### src/sv/lfu_slot_replacement_core_macros.svh
// ----------------------------------------------------------------------------
// LFU slot replacement core: assertion macros
// Concurrent check wrappers, clocked on clk and quiet while rst_n is low.
// ----------------------------------------------------------------------------
`ifndef LFU_SLOT_REPLACEMENT_CORE_MACROS_SVH
`define LFU_SLOT_REPLACEMENT_CORE_MACROS_SVH

`ifndef SYNTHESIS
// Consequent must hold in the same cycle as the antecedent.
`define LFU_ASSERT_NOW(lbl, ante, cons) \
  lbl: assert property (@(posedge clk) disable iff (!rst_n) (ante) |-> (cons)) \
    else $error("lfu_slot_replacement_core: same-cycle check failed");
// Consequent must hold in the cycle after the antecedent.
`define LFU_ASSERT_NEXT(lbl, ante, cons) \
  lbl: assert property (@(posedge clk) disable iff (!rst_n) (ante) |=> (cons)) \
    else $error("lfu_slot_replacement_core: next-cycle check failed");
`else
`define LFU_ASSERT_NOW(lbl, ante, cons)
`define LFU_ASSERT_NEXT(lbl, ante, cons)
`endif

`endif

### src/sv/lfu_pkg.sv
// ----------------------------------------------------------------------------
// LFU slot replacement package
// Widths, constants and the structs passed between cells and control.
// ----------------------------------------------------------------------------
package lfu_pkg;

  localparam int MAX_SLOTS = 32;
  localparam int SLOT_W    = (MAX_SLOTS > 1) ? $clog2(MAX_SLOTS) : 1;
  localparam int OCC_W     = $clog2(MAX_SLOTS + 1);
  localparam int KEY_W     = 8;
  localparam int CNT_W     = 16;
  localparam int STAMP_W   = 32;
  localparam int CFG_W     = 6;

  localparam logic [CNT_W-1:0] CNT_MAX = {CNT_W{1'b1}};

  // Search beat walking down the cell row, one cell per cycle.
  typedef struct packed {
    logic               valid;
    logic [KEY_W-1:0]   key;
    logic               hit;
    logic [SLOT_W-1:0]  hit_idx;
    logic [CNT_W-1:0]   hit_count;
    logic               free;
    logic [SLOT_W-1:0]  free_idx;
    logic               best;
    logic [SLOT_W-1:0]  best_idx;
    logic [CNT_W-1:0]   best_count;
    logic [STAMP_W-1:0] best_stamp;
    logic [KEY_W-1:0]   best_key;
  } tok_t;

  // Slot update broadcast from control to every cell.
  typedef struct packed {
    logic               en;
    logic               fresh;
    logic [SLOT_W-1:0]  idx;
    logic [KEY_W-1:0]   key;
    logic [CNT_W-1:0]   count;
    logic [STAMP_W-1:0] stamp;
  } wr_t;

  // Registered result beat.
  typedef struct packed {
    logic              valid;
    logic              hit;
    logic [SLOT_W-1:0] slot;
    logic              ev_valid;
    logic [KEY_W-1:0]  ev_key;
    logic [CNT_W-1:0]  count;
  } res_t;

endpackage

### src/sv/lfu_ctrl.sv
// ----------------------------------------------------------------------------
// LFU replacement control
// Decides hit, fill or evict from the finished search beat and tracks occupancy.
// ----------------------------------------------------------------------------
module lfu_ctrl (
  input  logic                        clk,
  input  logic                        rst_n,
  input  lfu_pkg::tok_t               tail,
  input  logic [lfu_pkg::CFG_W-1:0]   frames,
  input  logic [lfu_pkg::STAMP_W-1:0] stamp,
  output lfu_pkg::wr_t                wr,
  output lfu_pkg::res_t               res,
  output logic [lfu_pkg::OCC_W-1:0]   occ
);

  logic [lfu_pkg::OCC_W-1:0] occ_r;
  logic [lfu_pkg::OCC_W-1:0] occ_nxt;
  logic [lfu_pkg::OCC_W-1:0] limit;
  lfu_pkg::res_t             res_r;
  lfu_pkg::res_t             res_nxt;

  // clamp the limit into 1..MAX_SLOTS
  always_comb begin
    if (frames == '0) begin
      limit = lfu_pkg::OCC_W'(1);
    end else if (frames > lfu_pkg::CFG_W'(lfu_pkg::MAX_SLOTS)) begin
      limit = lfu_pkg::OCC_W'(lfu_pkg::MAX_SLOTS);
    end else begin
      limit = lfu_pkg::OCC_W'(frames);
    end
  end

  always_comb begin
    occ_nxt          = occ_r;
    res_nxt          = '0;
    res_nxt.valid    = tail.valid;
    wr               = '0;
    wr.en            = tail.valid;
    wr.fresh         = 1'b1;
    wr.key           = tail.key;
    wr.count         = lfu_pkg::CNT_W'(1);
    wr.stamp         = stamp;
    priority if (tail.hit) begin
      wr.fresh     = 1'b0;
      wr.idx       = tail.hit_idx;
      wr.count     = (tail.hit_count == lfu_pkg::CNT_MAX) ? tail.hit_count
                                                          : tail.hit_count + 1'b1;
      res_nxt.hit  = 1'b1;
    end else if ((occ_r < limit) && tail.free) begin
      wr.idx  = tail.free_idx;
      occ_nxt = occ_r + 1'b1;
    end else if (tail.best) begin
      wr.idx           = tail.best_idx;
      res_nxt.ev_valid = 1'b1;
      res_nxt.ev_key   = tail.best_key;
    end else begin
      wr.idx  = '0;
      occ_nxt = occ_r + 1'b1;
    end
    res_nxt.slot  = wr.idx;
    res_nxt.count = wr.count;
  end

  always_ff @(posedge clk) begin
    if (!rst_n) begin
      occ_r       <= '0;
      res_r.valid <= 1'b0;
    end else begin
      res_r <= res_nxt;
      if (tail.valid) begin
        occ_r <= occ_nxt;
      end
    end
  end

  assign res = res_r;
  assign occ = occ_r;

endmodule

### config.mk
export PLATFORM = sky130hd
export DESIGN_NAME = lfu_ctrl
export DESIGN_NICKNAME = d
export VERILOG_FILES = /design/src/sv/lfu_slot_replacement_core_macros.svh /design/src/sv/lfu_pkg.sv /design/src/sv/lfu_ctrl.sv
export SDC_FILE = /design/constraint.sdc
export NUM_CORES = 1
export LEC_CHECK = 0
export BUFFER_PORTS_ARGS = -buffer_cell sky130_fd_sc_hd__buf_2
export CAP_MARGIN = 10
export CELL_PAD_IN_SITES_DETAIL_PLACEMENT = 1
export CELL_PAD_IN_SITES_GLOBAL_PLACEMENT = 1
export CORE_MARGIN = 2
export CORE_UTILIZATION = 24
export CTS_BUF_LIST = sky130_fd_sc_hd__clkbuf_4 sky130_fd_sc_hd__clkbuf_8 sky130_fd_sc_hd__clkbuf_16
export CTS_CLUSTER_SIZE = 16
export DETAILED_ROUTE_END_ITERATION = 8
export PLACE_DENSITY = 0.86
export SYNTH_ARGS = -nofsm -noshare
export SYNTH_HDL_FRONTEND = slang
export SYNTH_SLANG_ARGS = --single-unit
### constraint.sdc
create_clock -name clk -period 2.3 [get_ports clk]
set_input_delay 0.345 -clock clk [delete_from_list [all_inputs] [get_ports clk]]
set_output_delay 0.345 -clock clk [all_outputs]
set_load 0.03 [all_outputs]
== Word level (Yosys, flattened, before mapping) ==
Cells that the tools add are included.
Widths: inputs -> output; s select.
Word-level totals
  memory bits (writable): 0
  bits in latches: 0
  output and inout port bits: 101
  bits in registers: 38
  word-level logic and storage cells: 32
  memories: 0
  ROM bits: 0
Cells by class
  add/sub/neg operators: 2
  reductions and logical operators: 5
  muxes and demuxes: 12
  equality and inequality tests: 2
  bitwise logic cells: 2
  shifts and indexed selects: 0
  div/mod/pow operators: 0
  order comparisons: 2
  multipliers: 0
Operators with widths (count)
  $mux 16: 2
  $mux 6: 4
  $add 16x1->16 const B: 1
  $eq 16x16->1 const B: 1
  $mux 5: 3
  $mux 9: 1
  $add 6x1->6 const B: 1
  $gt 6x6->1 const B: 1
  $logic_not 6->1: 1
  $lt 6x6->1: 1
  $reduce_and 3->1: 1
  $reduce_or 3->1: 1
  $mux 1: 2
  $ne 2x1->1 const B: 1
  $not 1->1: 2
  $reduce_or 2->1: 1
  $logic_and 1x1->1: 1

== Logic depth before layout (Yosys ltp) ==
  word-level depth: 7
  depth in mapped cells: 9
  gate-level depth less buffers: 8

== Worst setup path after synthesis ==
Ideal clock, no wire load.
  path kind: register -> output
  start point: register occ_r, in the netlist occ[4]
  end point: output wr[56] in the netlist's numbering
  stages on the path, launching flop included: 8
  slack: -340 ps
  arrival: 2295 ps
  data required time: 1955 ps
  path buffers: 1
  path through: dfxtp_1 > ha_1 > a21o_1 > a211oi_1 > a31o_2 > buf_2 > nand2_1 > a31oi_1
RTL lines
  start, declared: RTL line lfu_ctrl.sv:16  | logic [lfu_pkg::OCC_W-1:0] occ_r;
  start signal, assigned: RTL line lfu_ctrl.sv:71  | occ_r <= occ_nxt;
  end, declared: RTL line lfu_ctrl.sv:11  | output lfu_pkg::wr_t wr,

==> flow_summary.rst <==
.. list-table::
   :header-rows: 1

   * - Metric
     - Value
   * - Status
     - finished with violations
   * - Failing checks
     - negative setup slack
   * - Number of global-route vias before repair
     - 2317
   * - Hold_buf cts
     - 0
   * - Post-DRT Antenna Nets
     - 0
   * - Sequential share of the synthesized area
     - 45.65%
   * - Share of the clock period used by the worst path after layout
     - 104.1%
   * - Total routing resource utilization after global routing
     - 15.02%
   * - Worst Hold Launch
     - tail[2]
   * - Growth of design area from synthesis to finish
     - 42.99%
   * - Peak supply drop
     - 0.0002101 V
   * - Maximum count of clock buffers along a single path
     - 2
   * - Clock transition at the registers of the reported paths
     - 70 ps
   * - Hold Crit Endpoint
     - res[18]$_SDFFCE_PP0P_
   * - Antenna violations before repair
     - 0
   * - Clock tree root buffer cell
     - clkbuf_8
   * - Die Span Y
     - 102.9 um
   * - Via count of the routed design
     - 2153
   * - Iteration-0 DRC Markers
     - 34
   * - Sort of element at the end of the critical path
     - primary output
   * - RSZ-0062 raised after global routing
     - true
   * - Worst setup SP type
     - input port
   * - Achievable Freq
     - 417.7 MHz
   * - Arrival time at the worst endpoint
     - 2050 ps
   * - Setup Crit Path Kind
     - input port to primary output
   * - Final hold violation count
     - 0
   * - Actual slew at the worst max-slew pin
     - 531.1 ps
   * - Clock tree from TritonCTS
     - built
   * - Final RePlAce weighted congestion
     - 0.7955
   * - First-pass GRT wire length
     - 12050 um
   * - Worst-path fanout max
     - 6
   * - Die Footprint
     - 0.01058 mm2
   * - Worst reg2reg setup slack
     - 200 ps
   * - Later-pin clock latency in the skew report
     - 280 ps
   * - Worst slack on hold paths
     - 375.9 ps
   * - Total congestion overflow after global routing
     - 0
   * - Layout cells sized above 1
     - 55.69%
   * - Number of storage elements in the synthesis netlist
     - 38
   * - Final min period
     - 2394 ps
   * - Number of flops mapped to enable cells by yosys
     - 31
   * - Inserted Diodes
     - 0
   * - Final worst setup slack
     - -94.21 ps
   * - Die width
     - 102.9 um
   * - Count of different cell masters after synthesis
     - 45
   * - Hold Crit Depth
     - 2
   * - Relative slew margins
     - 64.60%
   * - Layout net count
     - 479
   * - H-tree levels
     - 2
   * - Cell Area, Synth
     - 0.002346 mm2
   * - Placement row count
     - 36
   * - Average detailed-routed wire length per instance
     - 18.18 um
   * - Num Clock Sinks
     - 38
   * - Pin count of the biggest net entering global routing
     - 42
   * - Reg-to-reg startpoint
     - occ[4]$_SDFFE_PN0P_
   * - Max cap viols
     - 0
   * - Number of instances in the synthesized netlist
     - 233
   * - R2R cell count
     - 8
   * - Warnings from Yosys
     - 0
   * - Core region area
     - 0.009639 mm2
   * - Number of iterations in the first detailed-routing pass
     - 4
   * - Final-report setup violation count
     - 5
   * - Total I/O pin count
     - 240
   * - I/O Buffers
     - 111
   * - Total power per unit cell area
     - 541.8 mW/mm2
   * - Drc violations
     - 0
   * - Synthesized area divided by synthesized cell count
     - 10.07 um2
   * - Required time at the endpoint of the critical path
     - 1960 ps
   * - Reg-to-reg critical path endpoint
     - res[27]$_DFFE_PP_
   * - Clock tree skew after final layout
     - 3.668 ps
   * - Async set or reset register ratio after synthesis
     - 0%
   * - Total leakage power
     - 1.443 nW
   * - Class of the worst hold path
     - input port to flop
   * - Total CTS buffers
     - 5
   * - Number of nets in the synthesized netlist
     - 379
   * - Pins Over Slew Limit
     - 0
   * - Overall power of the completed layout
     - 1.818 mW
   * - Via density per instance
     - 4.610
   * - Total Routed Length
     - 8490 um
   * - Primary FF master, synth
     - edfxtp_1
   * - Initial core utilization
     - 24.34%
   * - Final HPWL DP
     - 6379 um
[how the worst max path moves through the flow]
stage | start | slack (ps) | cells after the start | endpoint
floorplan | tail[73] | 30 | 6 | wr[47]
global placement | frames[5] | -260 | 10 | wr[57]
detailed placement | frames[5] | -390 | 10 | wr[58]
CTS | occ[4]$_SDFFE_PN0P_ | -100 | 7 | wr[58]
global route | occ[4]$_SDFFE_PN0P_ | -160 | 7 | wr[58]
finish | frames[5] | -90 | 10 | wr[58]
[state kept, by name, summed over array words and instances, names as in the netlist]
signal	cells
occ	6
res	32
[power breakdown]
group / internal, mW / switching (mW)
Clock: 0.235 / 0.239
Sequential: 0.793 / 0.0127
Combinational: 0.200 / 0.337
[metrics by stage]
step / TNS, ps / setup slack [ps] / utilization (%) / instance area, um2 / std cells
3_5_place_dp: -3502 / -389.9 / 31.11 / 2999 / 453
4_1_cts: -406.2 / -97.22 / 34.35 / 3311 / 466
6_report: -386.6 / -94.21 / 34.80 / 3354 / 467
3_3_place_gp: -1420 / -258.5 / 31.11 / 2999 / 453
2_1_floorplan: 0 / 28.35 / - / 2436 / 233
5_1_grt: -707.7 / -160.5 / 34.80 / 3354 / 467
[cell usage after synthesis (all sizes together) (2+ instances only)]
cell type / instances / area, um2
buf: 43 / 324.1
edfxtp: 31 / 930.9
nand2: 21 / 78.83
and3: 14 / 88.84
nor2: 13 / 48.80
o21ai: 9 / 45.04
a31oi: 8 / 50.05
dfxtp: 7 / 140.1
ha: 7 / 87.58
clkbuf: 6 / 22.52
inv: 6 / 22.52
nand2b: 5 / 31.28
nand3b: 5 / 37.54
nor3: 5 / 25.02
xor2: 5 / 43.79
a21oi: 4 / 20.02
mux2i: 4 / 40.04
nand3: 4 / 20.02
nand4: 4 / 25.02
or3: 4 / 25.02
a21boi: 3 / 22.52
a311oi: 2 / 23.77
a41oi: 2 / 25.03
and2: 2 / 12.51
nor2b: 2 / 12.51
nor3b: 2 / 20.02
o211ai: 2 / 15.01
o31ai: 2 / 15.01
or4: 2 / 18.77
[cell type report]
type | instances | area [um2]
Inverter | 6 | 25.02
Clock inverter | 1 | 3.754
Sequential cell | 38 | 1079
Clock buffer | 7 | 83.83
Multi-Input combinational cell | 141 | 1172
Fill cell | 1141 | 6285
Tap cell | 133 | 166.4
Timing Repair Buffer | 141 | 824.5
[what timing repair did]
item                       in CTS  in global routing
buffers inserted                4                  1
gates cloned                    1                  0
pin swaps                      11                  3
resized for setup              37                 11
setup endpoints to repair      11                 10
[routing by layer]
| metal | share of wire [%] | global-route usage [%] | wire, um | vias to the layer above |
|---|---|---|---|---|
| met3 | 7.9 | 3.593 | 668 | 38 |
| met4 | 3.7 | 7.490 | 312 | 0 |
| met2 | 53 | 29.11 | 4540 | 95 |
| met5 | 0 | 0 | 0 | - |
| li1 | - | - | - | 1005 |
| met1 | 35 | 14.76 | 2969 | 1015 |
[cells in the final DEF, fill, tap and decap left out, types with 2 or more instances in the layout]
cell type,netlist,final
a21boi_1,3,3
dfxtp_2,0,3
a31o_4,0,2
edfxtp_1,31,31
o211ai_1,2,2
and3_1,13,12
o21ai_0,9,8
o31ai_1,2,2
clkbuf_8,0,5
buf_4,41,30
and2_1,2,2
a31oi_4,0,5
nand2_2,0,6
clkbuf_4,0,2
inv_1,6,5
nand4_1,4,4
nor2_1,13,13
nor2b_1,2,2
nand3b_1,5,5
nor3_1,5,5
buf_2,1,104
a311oi_2,1,2
mux2i_1,4,4
nand2b_1,5,5
xor2_1,5,5
a31oi_1,8,3
dfxtp_1,7,3
buf_6,1,7
nand2_1,21,14
nand3_1,4,3
ha_4,0,5
a21oi_1,4,3
or3_1,4,4
[cells by family (layout without fill, tap and decap cells)]
kind of cell / after synthesis / after routing / synth area share [%]
compound gates: 39 / 40 / 11.68
xor+xnor: 5 / 5 / 1.867
fa+ha+maj: 7 / 7 / 3.733
buf+inv: 55 / 155 / 15.73
flops: 38 / 38 / 45.65
mux: 4 / 4 / 1.707
simple gates: 85 / 85 / 19.63
[worst max-delay path: stages]
cell and delay [ps]:
buf_2 120, inv_4 80, nand2_4 60, ha_4 240, a21o_4 220, a211oi_4 320, a31o_4 220, nand2_2 90
a31oi_4 200, buf_6 150
(Power assumes the default switching activity.)
