<file path="src/sv/lfu_slot_replacement_core_macros.svh">
// ----------------------------------------------------------------------------
// LFU slot replacement core: assertion macros
// Concurrent check wrappers, clocked on clk and quiet while rst_n is low.
// ----------------------------------------------------------------------------
`ifndef LFU_SLOT_REPLACEMENT_CORE_MACROS_SVH
`define LFU_SLOT_REPLACEMENT_CORE_MACROS_SVH

`ifndef SYNTHESIS
// Consequent must hold in the same cycle as the antecedent.
`define LFU_ASSERT_NOW(lbl, ante, cons) \
  lbl: assert property (@(posedge clk) disable iff (!rst_n) (ante) |-> (cons)) \
    else $error("lfu_slot_replacement_core: same-cycle check failed");
// Consequent must hold in the cycle after the antecedent.
`define LFU_ASSERT_NEXT(lbl, ante, cons) \
  lbl: assert property (@(posedge clk) disable iff (!rst_n) (ante) |=> (cons)) \
    else $error("lfu_slot_replacement_core: next-cycle check failed");
`else
`define LFU_ASSERT_NOW(lbl, ante, cons)
`define LFU_ASSERT_NEXT(lbl, ante, cons)
`endif

`endif

</file>
<file path="src/sv/lfu_pkg.sv">
// ----------------------------------------------------------------------------
// LFU slot replacement package
// Widths, constants and the structs passed between cells and control.
// ----------------------------------------------------------------------------
package lfu_pkg;

  localparam int MAX_SLOTS = 32;
  localparam int SLOT_W    = (MAX_SLOTS > 1) ? $clog2(MAX_SLOTS) : 1;
  localparam int OCC_W     = $clog2(MAX_SLOTS + 1);
  localparam int KEY_W     = 8;
  localparam int CNT_W     = 16;
  localparam int STAMP_W   = 32;
  localparam int CFG_W     = 6;

  localparam logic [CNT_W-1:0] CNT_MAX = {CNT_W{1'b1}};

  // Search beat walking down the cell row, one cell per cycle.
  typedef struct packed {
    logic               valid;
    logic [KEY_W-1:0]   key;
    logic               hit;
    logic [SLOT_W-1:0]  hit_idx;
    logic [CNT_W-1:0]   hit_count;
    logic               free;
    logic [SLOT_W-1:0]  free_idx;
    logic               best;
    logic [SLOT_W-1:0]  best_idx;
    logic [CNT_W-1:0]   best_count;
    logic [STAMP_W-1:0] best_stamp;
    logic [KEY_W-1:0]   best_key;
  } tok_t;

  // Slot update broadcast from control to every cell.
  typedef struct packed {
    logic               en;
    logic               fresh;
    logic [SLOT_W-1:0]  idx;
    logic [KEY_W-1:0]   key;
    logic [CNT_W-1:0]   count;
    logic [STAMP_W-1:0] stamp;
  } wr_t;

  // Registered result beat.
  typedef struct packed {
    logic              valid;
    logic              hit;
    logic [SLOT_W-1:0] slot;
    logic              ev_valid;
    logic [KEY_W-1:0]  ev_key;
    logic [CNT_W-1:0]  count;
  } res_t;

endpackage

</file>
<file path="src/sv/lfu_cell.sv">
// ----------------------------------------------------------------------------
// LFU slot cell
// Holds one slot and folds it into the passing search beat.
// ----------------------------------------------------------------------------
module lfu_cell (
  input  logic                      clk,
  input  logic                      rst_n,
  input  logic [lfu_pkg::SLOT_W-1:0] cell_idx,
  input  lfu_pkg::tok_t             tok_in,
  input  lfu_pkg::wr_t              wr,
  output lfu_pkg::tok_t             tok_out
);

  logic                        valid_r;
  logic [lfu_pkg::KEY_W-1:0]   key_r;
  logic [lfu_pkg::CNT_W-1:0]   cnt_r;
  logic [lfu_pkg::STAMP_W-1:0] stamp_r;
  lfu_pkg::tok_t               tok_r;
  lfu_pkg::tok_t               tok_nxt;
  logic                        wr_sel;

  assign wr_sel = wr.en && (wr.idx == cell_idx);

  always_comb begin
    tok_nxt = tok_in;
    if (valid_r && !tok_in.hit && (key_r == tok_in.key)) begin
      tok_nxt.hit       = 1'b1;
      tok_nxt.hit_idx   = cell_idx;
      tok_nxt.hit_count = cnt_r;
    end
    if (!valid_r && !tok_in.free) begin
      tok_nxt.free     = 1'b1;
      tok_nxt.free_idx = cell_idx;
    end
    // strict compares keep the lower slot on a full tie
    if (valid_r && (!tok_in.best || (cnt_r < tok_in.best_count) ||
        ((cnt_r == tok_in.best_count) && (stamp_r < tok_in.best_stamp)))) begin
      tok_nxt.best       = 1'b1;
      tok_nxt.best_idx   = cell_idx;
      tok_nxt.best_count = cnt_r;
      tok_nxt.best_stamp = stamp_r;
      tok_nxt.best_key   = key_r;
    end
  end

  always_ff @(posedge clk) begin
    if (!rst_n) begin
      valid_r     <= 1'b0;
      tok_r.valid <= 1'b0;
    end else begin
      tok_r <= tok_nxt;
      if (wr_sel) begin
        valid_r <= 1'b1;
      end
    end
  end

  always_ff @(posedge clk) begin
    if (wr_sel) begin
      key_r <= wr.key;
      cnt_r <= wr.count;
      if (wr.fresh) begin
        stamp_r <= wr.stamp;
      end
    end
  end

  assign tok_out = tok_r;

endmodule

</file>
<file path="config.mk">
export PLATFORM = sky130hd
export DESIGN_NAME = lfu_cell
export DESIGN_NICKNAME = d
export VERILOG_FILES = /design/src/sv/lfu_slot_replacement_core_macros.svh /design/src/sv/lfu_pkg.sv /design/src/sv/lfu_cell.sv
export SDC_FILE = /design/constraint.sdc
export NUM_CORES = 1
export LEC_CHECK = 0
export BUFFER_PORTS_ARGS = -buffer_cell sky130_fd_sc_hd__buf_2
export CORE_MARGIN = 2
export CORE_UTILIZATION = 52
export CTS_BUF_LIST = sky130_fd_sc_hd__clkbuf_2
export CTS_CLUSTER_DIAMETER = 40
export DETAILED_ROUTE_END_ITERATION = 12
export GPL_TIMING_DRIVEN = 0
export PLACE_DENSITY = 0.83
export SLEW_MARGIN = 0
export SYNTH_ARGS = -nofsm -noshare
export SYNTH_HDL_FRONTEND = slang
export SYNTH_SLANG_ARGS = --single-unit
</file>
<file path="constraint.sdc">
create_clock -name clk -period 3.1 [get_ports clk]
set_input_delay 0.31 -clock clk [delete_from_list [all_inputs] [get_ports clk]]
set_output_delay 0.31 -clock clk [all_outputs]
set_load 0.01 [all_outputs]
</file>
# == Yosys cells after proc, flatten, opt, wreduce, memory -nomap -nowiden ==
# Cells that the tools add are included.
# word_totals
wordCells,37
reg_bits,156
out_inout_bits,99
input_bits,169
# op_classes
mux,3
n_eq_ne,3
n_reduce_logical,13
n_lt_le_gt_ge,2
# op_table
op,n
61-bit 2-to-1 mux,1
32-bit less-than comparator,1
21-bit 2-to-1 mux,1
16-bit equality test,1
16-bit less-than comparator,1
8-bit equality test,1
1-bit logical AND,6
5-bit equality test,1
5-bit 2-to-1 mux,1
1-bit logical NOT,4
1-bit logical OR,2
2-bit AND reduction,1

# == Logic depth before layout (Yosys ltp) ==
# Gate-level depths: netlist of the first run.
# logic_depth
word_depth,5
depth_mapped,10
mapped_depth_nobuf,8

# == Least setup slack after synthesis of the first run ==
# No wires, ideal clock.
# synth_timing
path_type,input-to-reg
startpoint,input port cell_idx[1] (netlist name)
endpoint,"register stamp_r[0] (netlist name), enable pin"
cell_stages,4
setup_time_ns,0.392
arrival_ns,2.325
setup_slack_ns,0.383
n_path_buf,0
required_time_ns,2.708
path_cell_list,xor2_1 nor4_1 and3_1 and2_1
# synth_via
elab_chain_len,3
# synth_lines
element,line_no,rtl
"start, declared",lfu_cell.sv:8,"input logic [lfu_pkg::SLOT_W-1:0] cell_idx,"
5-bit equality test,lfu_cell.sv:22,assign wr_sel = wr.en && (wr.idx == cell_idx);
1-bit logical AND,lfu_cell.sv:22,
via wr_sel,lfu_cell.sv:20,logic wr_sel;
2-bit AND reduction (no source line),n/a,
"end signal, assigned",lfu_cell.sv:63,stamp_r <= wr.stamp;
"end, declared",lfu_cell.sv:17,logic [lfu_pkg::STAMP_W-1:0] stamp_r;
# The timed path passes the listed nets, and every way through them passes these cells.
# A chain may end at the register's enable or synchronous reset.

==> reports/results.tsv, run 1 <==
stage	metric	value	unit
drt	DR iter-0 viols	419	
clock_tree	TritonCTS Buffers	17	
place	Port Buffers	267	
synth	ranking of synthesized cells by area	edfxtp_1, mux2_4, ha_1	
final_layout	Area growth syn-to-layout	48.04	%
power	power consumption	0.004270	W
clock_tree	clock-pin slew on the worst setup and hold paths	0.25	ns
timing	period utilisation layout	96.81	%
die	core area	0.01388	mm2
timing	Slew @ Worst Pin	1.361	ns
die	I/O pin total	268	
place	dpl hpwl	12930	um
final_layout	final net count	1116	
final_layout	Multi-input gate area	0.002409	mm2
synth	Seq/Total Area, Yosys	63.24	%
place	gpl congestion	0.7961	
worst_setup_path	Worst EP arrival	3.47	ns
timing	max_slew headroom	9.292	%
timing	Hold Fails Final Rpt	0	
die	die area	0.01515	mm2
die	Die W	123.1	um
worst_setup_path	worst flop-to-flop path startpoint	cnt_r[14]	
power	Worst VDD drop	0.2425	mV
die	Die Span Y	123.1	um
timing	Slew Viols, Final	0	
worst_setup_path	crit-path cells	ha_1 > nand4_1 > nor3_1 > a21boi_0 > o41ai_2 > a32o_1 > buf_6 > buf_12 > mux2_4	
synth	Mapped Nets	657	
clock_tree	CTS H-tree lvls	4	
synth	mapped cell area	0.007376	mm2
synth	multiplexer area fraction after synthesis	16.18	%
synth	top-area cell type share of the netlist area	62.70	%
worst_setup_path	CP Data Required Time	3.57	ns
synth	leading area contributor after synthesis	edfxtp_1	
synth	fraction of the mapped netlist area in adder cells	7.973	%
place	DP Cell Count	889	
worst_setup_path	slowest stage cell, crit path	edfxtp_1	
worst_setup_path	WS Path Type	flop to flop	
die	FP Rows	43	
clock_tree	Root Buffer	clkbuf_2	
global_route	first-pass GRT wire length	31550	um
clock_tree	Bufs on Longest Clock Path	2	
timing	RSZ-0062 raised after global routing	false	
power	Pleak	4.799	nW
drt	wire length per cell	20.13	um
job	Max-cap violations	0	
synth	Yosys reg bits	156	
final_layout	Finished Layout Cells	1094	
clock_tree	CTS Sinks	156	
global_route	Global Route Usage Sum	28.42	%
synth	post-synthesis simple-gate area fraction	3.206	%
synth	largest family of logic cells by synthesized area	multiplexers	
synth	Yosys cell types	39	
drt	drt via density	5.250	
timing	clk_skew	0.04338	ns
global_route	initial antenna violation count	1	
worst_hold_path	worst hold-check path type	input port to flop	
drt	DRC	0	
status	status	complete, no violations	
synth	Yosys warning total	0	
final_layout	Reg area	0.004664	mm2
global_route	largest net degree at the start of global routing	70	
final_layout	Fill cells	743	
worst_setup_path	CP max stage delay	0.51	ns
worst_hold_path	Worst Hold Depth	2	
synth	average size of a mapped cell	16.73	um2
worst_hold_path	Worst Hold Endpoint	key_r[7]	
clock_tree	worst skew pair latency	0.73	ns
timing	number of setup violations in the final report	0	
clock_tree	CTS tree	built	
drt	via count	5744	
timing	min Tclk post-route	3.001	ns
timing	setup TNS after final layout	0	ns
final_layout	share of layout cells above drive strength 1	41.29	%
worst_hold_path	hold wc startpoint	wr[55]	
drt	post-route antenna net violation count	0	
synth	Synth Area in Compound Gates	3.528	%
synth	Post-Synth XOR/XNOR Area	1.544	%
die	Starting Density	53.14	%
worst_setup_path	Critical Path Fanout Max	10	
global_route	grt ovf	0	
worst_setup_path	reg-to-reg setup timing slack	0.1	ns
drt	WL final	22020	um
worst_setup_path	R2R depth	9	
final_layout	final core occ	78.66	%
worst_setup_path	reg2reg end	tok_out[33]	
synth	Post-Syn Instances	441	
timing	Final Hold Slack	0.2793	ns
worst_setup_path	crit start category	flop	
power	power density cells	391.1	mW/mm2
worst_setup_path	crit end category	flop	
drt	Pre-antenna DRT Iters	7	
global_route	number of global-route vias before repair	6214	
timing	fmax	333.2	MHz
worst max-delay path: cells and delay by family, from the launching register on:
family                     cells  cell delay [ns]
and+or+nand+nor                2             0.49
AOI/OAI and AO/OA              3             0.76
DFF                            1             0.51
muxes                          1             0.30
adders and majority gates      1             0.33
buffers and inverters          2             0.32
power by group:
part / internal [W] / switching, W / total [W]
sequential: 0.00243 / 0.0000355 / 0.00246
combinational: 0.000403 / 0.000299 / 0.000702
clock: 0.000374 / 0.000732 / 0.00111
total: 0.00320 / 0.00107 / 0.00427
state kept, by name, indices dropped and copies added, names as in the netlist:
register	flops
tok_out	99
stamp_r	32
cnt_r	16
key_r	8
valid_r	1
what timing repair did:
item | CTS | global route
hold buffers | 171 | 0
gates resized for setup | 0 | 4
setup buffers | 0 | 1
setup endpoints to repair | 0 | 59
endpoints found under the hold margin | 157 | 0
cell usage after synthesis (all sizes together):
cell type / number
edfxtp: 154
mux2: 86
inv: 48
ha: 47
a21oi: 17
nand4: 11
xnor2: 8
buf: 7
a21o: 6
nand2: 6
nand3: 5
o21ai: 5
xor2: 5
a211oi: 4
nor2: 4
nand2b: 3
and2: 2
clkbuf: 2
dfxtp: 2
nor4: 2
o21a: 2
o41ai: 2
a2111oi: 1
a21boi: 1
a32o: 1
and3: 1
and4b: 1
nor2b: 1
nor3: 1
nor3b: 1
nor4b: 1
o211ai: 1
o32ai: 1
or2: 1
or3: 1
placed cells by master, fill, tap and decap left out, types with 2 or more instances in the layout:
cell type,netlist,layout
nand3_1,5,5
o41ai_2,0,2
buf_12,6,6
clkinv_2,0,4
o21a_1,2,2
nor4_1,2,2
inv_1,48,48
dfxtp_1,2,2
buf_2,0,266
xnor2_1,8,8
mux2_2,5,5
bufinv_16,0,2
nor2_1,4,4
nand4_1,11,11
nand2_1,6,6
ha_1,47,47
a21o_1,6,6
nand2b_1,3,3
dlygate4sd3_1,0,171
a211oi_1,4,4
a21oi_1,17,17
mux2_4,60,60
clkinv_1,0,2
xor2_1,5,5
edfxtp_1,154,154
o21ai_0,4,4
clkinvlp_4,0,2
mux2_1,21,21
clkbuf_2,0,23
buf_4,0,2
stage by stage:
stage	setup slack, ns	instance area, um2
detailed placement	-0.6984	8967
CTS	0.005866	10890
floorplan	0.3835	7376
global route	0.02139	10920
finish	0.09890	10920
global placement	-0.5110	8937
final cells by class:
| cell class | instances | share of cell area [%] |
|---|---|---|
| Antenna cell | 1 | 0.02292 |
| Buffer | 9 | 1.283 |
| Clock buffer | 22 | 1.008 |
| Clock inverter | 10 | 0.9396 |
| Inverter | 48 | 1.650 |
| Multi-Input combinational cell | 228 | 22.06 |
| Sequential cell | 156 | 42.72 |
| Tap cell | 180 | 2.063 |
| Timing Repair Buffer | 440 | 28.26 |
cells by family (layout without fill, tap and decap cells):
kind of cell / count (synthesis) / after routing
xor gates and xnor gates: 13 / 13
and+or+nand+nor: 41 / 41
adders and majority gates: 47 / 47
muxes: 86 / 86
buffers and inverters: 57 / 529
AOI/OAI and AO/OA: 41 / 41
other: 0 / 1
DFF: 156 / 156
worst max-delay path by stage:
stage | startpoint | to
after floorplan | cell_idx[1] | stamp_r[0]
after global placement | cell_idx[1] | stamp_r[31]
after detailed placement | cell_idx[1] | stamp_r[29]
after CTS | stamp_r[1] | tok_out[6]
after global routing | cnt_r[14] | tok_out[24]
final | cnt_r[14] | tok_out[33]
metal layers:
metal | global-route usage [%] | vias up | routed length, um
met1 | 29.39 | 2778 | 7771
met2 | 53.73 | 323 | 11940
met3 | 6.411 | 58 | 1582
met4 | 13.85 | 0 | 728
li1 | - | 2585 | -
met5 | 0 | - | 0
Note: power is estimated with default switching activity, not from simulation.
==> inputs of run 2 (changes only) <==
--- a/config.mk
+++ b/config.mk
@@ -11,7 +11,6 @@
 export CTS_BUF_LIST = sky130_fd_sc_hd__clkbuf_2
 export CTS_CLUSTER_DIAMETER = 40
 export DETAILED_ROUTE_END_ITERATION = 12
-export GPL_TIMING_DRIVEN = 0
 export PLACE_DENSITY = 0.83
 export SLEW_MARGIN = 0
 export SYNTH_ARGS = -nofsm -noshare
==> run 2 against run 1 <==
Compared with the run above:
- cell count decreased by 0.55%
- combinational power about the same
- worst setup slack better by 0.087 ns
- die area did not move
- maximum frequency grew 3.0%
- sequential share of layout area increased by 0.37 points
- clock power shrank 8%
- clock skew is 0.0099 ns higher
==> reports/results.tsv, run 2 (synthesis results as in run 1) <==
stage	metric	value	unit	change
clock_tree	CTS H-tree lvls	4		unchanged
die	die area	0.01515	mm2	unchanged
final_layout	ANT cells	0		was 1
timing	clk_skew	0.05326	ns	was 0.04338 ns
clock_tree	worst skew pair latency	0.74	ns	was 0.73 ns
worst_setup_path	reg-to-reg setup timing slack	0.19	ns	was 0.1 ns
clock_tree	clock-pin slew on the worst setup and hold paths	0.26	ns	was 0.25 ns
final_layout	share of layout cells above drive strength 1	40.97	%	was 41.29%
power	Sw Pwr	0.001077	W	was 0.001066 W
drt	DRC	0		unchanged
final_layout	Multi-input gate area	0.002411	mm2	was 0.002409 mm2
die	I/O pin total	268		unchanged
drt	post-route antenna net violation count	0		unchanged
clock_tree	CTS Sinks	156		unchanged
die	FP Rows	43		unchanged
power	Sw Ratio	25.74	%	was 24.96%
power	Pint	0.003108	W	was 0.003204 W
job	Max-cap violations	0		unchanged
place	dpl hpwl	12810	um	was 12,930 um
timing	fmax	343.2	MHz	was 333.2 MHz
final_layout	Fill cells	758		was 743
global_route	grt ovf	0		unchanged
drt	wire length per cell	20.38	um	was 20.13 um
power	Comb power frac	16.7	%	was 16.4%
final_layout	Area growth syn-to-layout	46.77	%	was 48.04%
final_layout	most frequent cells in the layout	buf_2, dlygate4sd3_1, edfxtp_1, mux2_4, inv_1		unchanged
timing	Slew @ Worst Pin	0.7084	ns	was 1.361 ns
place	gpl congestion	0.7959		was 0.7961
timing	number of setup violations in the final report	0		unchanged
drt	via count	5733		was 5,744
global_route	Global Route Usage Sum	29.15	%	was 28.42%
power	Clock power frac	24.4	%	was 25.9%
clock_tree	Root Buffer	clkbuf_2		unchanged
worst_setup_path	crit end category	flop		unchanged
power	Pleak	4.746	nW	was 4.799 nW
die	core area	0.01388	mm2	unchanged
worst_setup_path	Worst EP arrival	3.39	ns	was 3.47 ns
timing	RSZ-0062 raised after global routing	false		unchanged
worst_setup_path	Critical Path Fanout Max	26		was 10
worst_setup_path	worst flop-to-flop path startpoint	cnt_r[11]		was cnt_r[14]
timing	Hold Fails Final Rpt	0		unchanged
worst_hold_path	worst hold-check path type	input port to flop		unchanged
timing	period utilisation layout	94.00	%	was 96.81%
worst_setup_path	Critical Path Start	cnt_r[11]		was cnt_r[14]
final_layout	final net count	1112		was 1,116
worst_hold_path	hold wc startpoint	rst_n		was wr[55]
final_layout	Reg area	0.004664	mm2	unchanged
die	Die Span Y	123.1	um	unchanged
global_route	number of global-route vias before repair	6094		was 6,214
power	Reg power frac	58.9	%	was 57.7%
final_layout	final core occ	77.99	%	was 78.66%
timing	setup TNS after final layout	0	ns	unchanged
timing	max_slew headroom	52.77	%	was 9.292%
final_layout	max FFs per register	99		unchanged
power	power density cells	386.6	mW/mm2	was 391.1 mW/mm2
clock_tree	CTS tree	built		unchanged
timing	Slew Viols, Final	0		unchanged
drt	WL final	22170	um	was 22,020 um
clock_tree	TritonCTS Buffers	17		unchanged
power	Worst VDD drop	0.2281	mV	was 0.2425 mV
drt	DR iter-0 viols	434		was 419
die	Starting Density	53.14	%	unchanged
final_layout	Finished Layout Cells	1088		was 1,094
timing	min Tclk post-route	2.914	ns	was 3.001 ns
final_layout	commonest non-fill, non-tap cell in the layout	buf_2		unchanged
status	status	complete, no violations		unchanged
drt	drt via density	5.269		was 5.250
die	Die W	123.1	um	unchanged
global_route	first-pass GRT wire length	32000	um	was 31,550 um
clock_tree	Bufs on Longest Clock Path	2		unchanged
worst_setup_path	CP Data Required Time	3.57	ns	about the same
place	Port Buffers	267		unchanged
global_route	initial antenna violation count	0		was 1
global_route	largest net degree at the start of global routing	52		was 70
worst_setup_path	crit start category	flop		unchanged
worst_setup_path	WS Path Type	flop to flop		unchanged
drt	Pre-antenna DRT Iters	5		was 7
clock_tree	postcts setup bufs	0		unchanged
place	DP Cell Count	887		was 889
==> run 2: cell types whose count changed in the layout (fill, tap and decap cells not counted), moves of 2 or more <==
cell        change
buf_12          -2
buf_4           +3
clkbuf_2        -4
clkinv_2        -2
clkinvlp_4      +2
==> run 2: what timing repair did <==
item / CTS / global route
endpoints found under the hold margin: 155 / 0
endpoints found under the setup margin: 0 / 28
gates resized for setup: 0 / 1
hold buffers: 170 / 0
==> run 2: power groups by stage <==
stage	clock network [W]	registers, W	logic [W]
floorplan	0	0.00255	0.000180
global placement	0	0.00250	0.000478
detailed placement	0	0.00251	0.000497
CTS	0.00102	0.00246	0.000668
global route	0.00112	0.00247	0.000744
finish	0.00102	0.00246	0.000699
==> run 2: final cells by class <==
| type | count | share of cell area (%) |
|---|---|---|
| inverters | 48 | 1.664 |
| clock inverters | 12 | 0.9131 |
| repair buffers | 445 | 29.10 |
| flip-flops and latches | 156 | 43.09 |
| multi-input cells | 228 | 22.27 |
| clock buffers | 19 | 0.8784 |
| well taps | 180 | 2.080 |
==> run 2: metal layers <==
layer,vias to the layer above,wire length [um],track usage [%]
met5,-,0,0
met4,0,844,13.85
met3,68,1756,6.273
met2,351,11850,54.42
met1,2731,7721,31.12
li1,2583,-,-
==> run 2: critical path: stages, from the launching register on <==
cell,delay [ns]
edfxtp_1,0.50
ha_1,0.37
nand4_1,0.13
nor3_1,0.28
nand4_1,0.17
a211oi_1,0.30
a32o_4,0.33
buf_12,0.24
mux2_4,0.32
==> run 2: per-stage QoR <==
step                      worst slack [ns]  area (um2)  hold slack [ns]  power, W
after floorplan                     0.3835        7376           0.4089  0.002729
after global placement              0.1652        8922           0.4868  0.002981
after detailed placement          0.009113        8922           0.4881  0.003002
after CTS                          0.02750       10820          0.09638  0.004142
after global routing               0.02105       10830          0.09994  0.004335
final                               0.1859       10830           0.1224  0.004185
==> run 2: worst paths after layout <==
| path | cells after the start | to |
|---|---|---|
| max | 8 | tok_out[12] |
| min | 1 | tok_out[75] |
| max reg2reg | 8 | tok_out[12] |
| min reg2reg | 1 | tok_out[39] |
==> inputs of run 3 (changes only) <==
--- a/config.mk
+++ b/config.mk
@@ -6,7 +6,7 @@
 export NUM_CORES = 1
 export LEC_CHECK = 0
 export BUFFER_PORTS_ARGS = -buffer_cell sky130_fd_sc_hd__buf_2
-export CORE_MARGIN = 2
+export CORE_MARGIN = 4
 export CORE_UTILIZATION = 52
 export CTS_BUF_LIST = sky130_fd_sc_hd__clkbuf_2
 export CTS_CLUSTER_DIAMETER = 40
==> run 3 against run 2 <==
Compared with the run above:
- cell count increased by 0.37%
- global-route usage increased by 0.14 points
- flip-flop and latch count unchanged
- critical endpoint is now tok_out[14]
- core utilization increased by 0.36 points
- clock skew increased by 0.0092 ns
- non-clock buffer count increased by 1
==> reports/results.tsv, run 3 (synthesis results as in run 1) <==
stage	metric	value	unit	change
global_route	GRT busiest layer	met2		unchanged
die	Die Span Y	127.1	um	was 123.1 um
power	Sw Pwr	0.001092	W	was 0.001077 W
die	FP Rows	43		unchanged
clock_tree	postcts setup bufs	0		unchanged
power	Worst VDD drop	0.1872	mV	was 0.2281 mV
drt	DR iter-0 viols	338		was 434
clock_tree	Bufs on Longest Clock Path	2		unchanged
final_layout	max FFs per register	99		unchanged
worst_setup_path	CP max stage delay	0.48	ns	was 0.50 ns
place	gpl congestion	0.8589		was 0.7959
drt	via count	5943		was 5,733
place	Port Buffers	267		unchanged
worst_setup_path	crit start category	flop		unchanged
global_route	largest net degree at the start of global routing	57		was 52
clock_tree	worst skew pair latency	0.75	ns	was 0.74 ns
worst_setup_path	Buf/Inv on CP	1		unchanged
clock_tree	clock-pin slew on the worst setup and hold paths	0.26	ns	about the same
timing	Hold Fails Final Rpt	0		unchanged
global_route	number of global-route vias before repair	6511		was 6,094
job	Max-cap violations	0		unchanged
worst_setup_path	crit end category	flop		unchanged
drt	DRC	0		unchanged
worst_setup_path	CP Data Required Time	3.60	ns	was 3.57 ns
power	Reg power frac	57.5	%	was 58.9%
power	Pint	0.003193	W	was 0.003108 W
timing	RSZ-0062 raised after global routing	false		unchanged
final_layout	Finished Layout Cells	1092		was 1,088
drt	post-route antenna net violation count	0		unchanged
timing	clk_skew	0.06249	ns	was 0.05326 ns
global_route	GR Util met3	7.232	%	was 6.273%
place	dpl hpwl	13570	um	was 12,810 um
global_route	met1 Usage GRT	30.85	%	was 31.12%
timing	period utilisation layout	94.73	%	was 94.00%
timing	final setup slack of the worst path	0.1632	ns	was 0.1859 ns
global_route	Global Route Usage Sum	29.28	%	was 29.15%
place	pre-CTS WS	-0.01698	ns	was 0.009113 ns
drt	Pre-antenna DRT Iters	5		unchanged
clock_tree	CTS Sinks	156		unchanged
drt	wire length per cell	21.64	um	was 20.38 um
worst_setup_path	reg-to-reg setup timing slack	0.16	ns	was 0.19 ns
clock_tree	Root Buffer	clkbuf_2		unchanged
die	Die W	127.1	um	was 123.1 um
die	I/O pin total	268		unchanged
timing	min Tclk post-route	2.937	ns	was 2.914 ns
timing	Slew @ Worst Pin	0.6490	ns	was 0.7084 ns
worst_setup_path	delay-heaviest family, CP	compound AO/OA/AOI/OAI gates		unchanged
worst_setup_path	Critical Path Fanout Max	22		was 26
worst_setup_path	slowest stage cell, crit path	edfxtp_1		unchanged
die	core area	0.01388	mm2	unchanged
global_route	initial antenna violation count	1		was 0
timing	max_slew headroom	56.73	%	was 52.77%
power	Sw Ratio	25.48	%	was 25.74%
worst_setup_path	crit-path cells	ha_1 > nand4_1 > or3_1 > o32ai_1 > o41ai_2 > a32o_4 > buf_12 > mux2_4		was ha_1 > nand4_1 > nor3_1 > nand4_1 > a211oi_1 > a32o_4 > buf_12 > mux2_4
final_layout	share of layout cells above drive strength 1	41.43	%	was 40.97%
die	Starting Density	53.14	%	unchanged
timing	number of setup violations in the final report	0		unchanged
status	status	complete, no violations		unchanged
global_route	first-pass GRT wire length	35740	um	was 32,000 um
clock_tree	TritonCTS Buffers	17		unchanged
power	Comb power frac	16.6	%	was 16.7%
global_route	grt ovf	0		unchanged
worst_setup_path	Worst EP arrival	3.44	ns	was 3.39 ns
clock_tree	CTS H-tree lvls	4		unchanged
power	Clock power frac	25.9	%	was 24.4%
timing	fmax	340.5	MHz	was 343.2 MHz
clock_tree	CTS tree	built		unchanged
global_route	Global Route met2 Usage	54.76	%	was 54.42%
die	die area	0.01615	mm2	was 0.01515 mm2
power	power density cells	394.0	mW/mm2	was 386.6 mW/mm2
worst_setup_path	WS Path Type	flop to flop		unchanged
power	Pleak	4.778	nW	was 4.746 nW
worst_hold_path	worst hold-check path type	input port to flop		unchanged
timing	Slew Viols, Final	0		unchanged
final_layout	final net count	1113		was 1,112
final_layout	Area growth syn-to-layout	47.45	%	was 46.77%
final_layout	commonest non-fill, non-tap cell in the layout	buf_2		unchanged
drt	drt via density	5.442		was 5.269
final_layout	most frequent cells in the layout	buf_2, dlygate4sd3_1, edfxtp_1, mux2_4, inv_1		unchanged
drt	WL final	23630	um	was 22,170 um
place	DP Cell Count	888		was 887
-- run 3: cell types whose count changed in the layout (fill, tap and decap cells not counted) --
cell        delta
clkinv_2       +3
diode_2        +2
a211oi_1       -1
a211oi_2       +1
buf_4          +1
bufinv_16      +1
clkinv_1       -1
clkinv_4       -1
clkinvlp_4     -1
o41ai_1        -1
o41ai_2        +1
-- run 3: final timing paths --
path	from	end	depth (start not counted)
max	stamp_r[13]	tok_out[14]	8
min	rst_n	tok_out[29]	1
max reg2reg	stamp_r[13]	tok_out[14]	8
min reg2reg	stamp_r[31]	tok_out[39]	1
-- run 3: layer usage --
metal	wire, um	vias up	share of wire [%]
met3	1870	79	7.9
met1	8086	2880	34
met2	12730	397	54
li1	-	2587	-
met4	946	0	4.0
met5	0	-	0
-- run 3: area by class of cell --
cell class	instances	area, um2
sequential	156	4664
timing repair buffer	446	3158
fill	756	3005
multi-input combinational	228	2424
tap	180	225.2
inverter	48	180.2
clock inverter	13	123.9
clock buffer	19	95.09
antenna	2	5.005
-- run 3: through the flow --
| stage | cell area (um2) | hold WS, ns | TNS, ns | utilization, % | total power [W] |
|---|---|---|---|---|---|
| finish | 10880 | 0.1210 | 0 | 78.35 | 0.004285 |
| global route | 10870 | 0.05050 | 0 | 78.33 | 0.004456 |
| CTS | 10860 | 0.04536 | 0 | 78.22 | 0.004227 |
| detailed placement | 8930 | 0.4881 | -0.09844 | 64.33 | 0.003005 |
| global placement | 8930 | 0.4863 | 0 | 64.33 | 0.002980 |
| floorplan | 7376 | 0.4089 | 0 | - | 0.002729 |
-- run 3: power by group through the flow --
| stage | combinational, W | clock, W | sequential (W) |
|---|---|---|---|
| 3_3_place_gp | 0.000478 | 0 | 0.00250 |
| 4_1_cts | 0.000671 | 0.00110 | 0.00246 |
| 2_1_floorplan | 0.000180 | 0 | 0.00255 |
| 6_report | 0.000710 | 0.00111 | 0.00247 |
| 5_1_grt | 0.000756 | 0.00123 | 0.00247 |
| 3_5_place_dp | 0.000498 | 0 | 0.00251 |
-- run 3: repair_timing --
action	CTS	global route
cloned	0	0
setup endpoints to repair	9	55
endpoints found under the hold margin	155	0
resized for setup	1	2
hold buffers	170	0
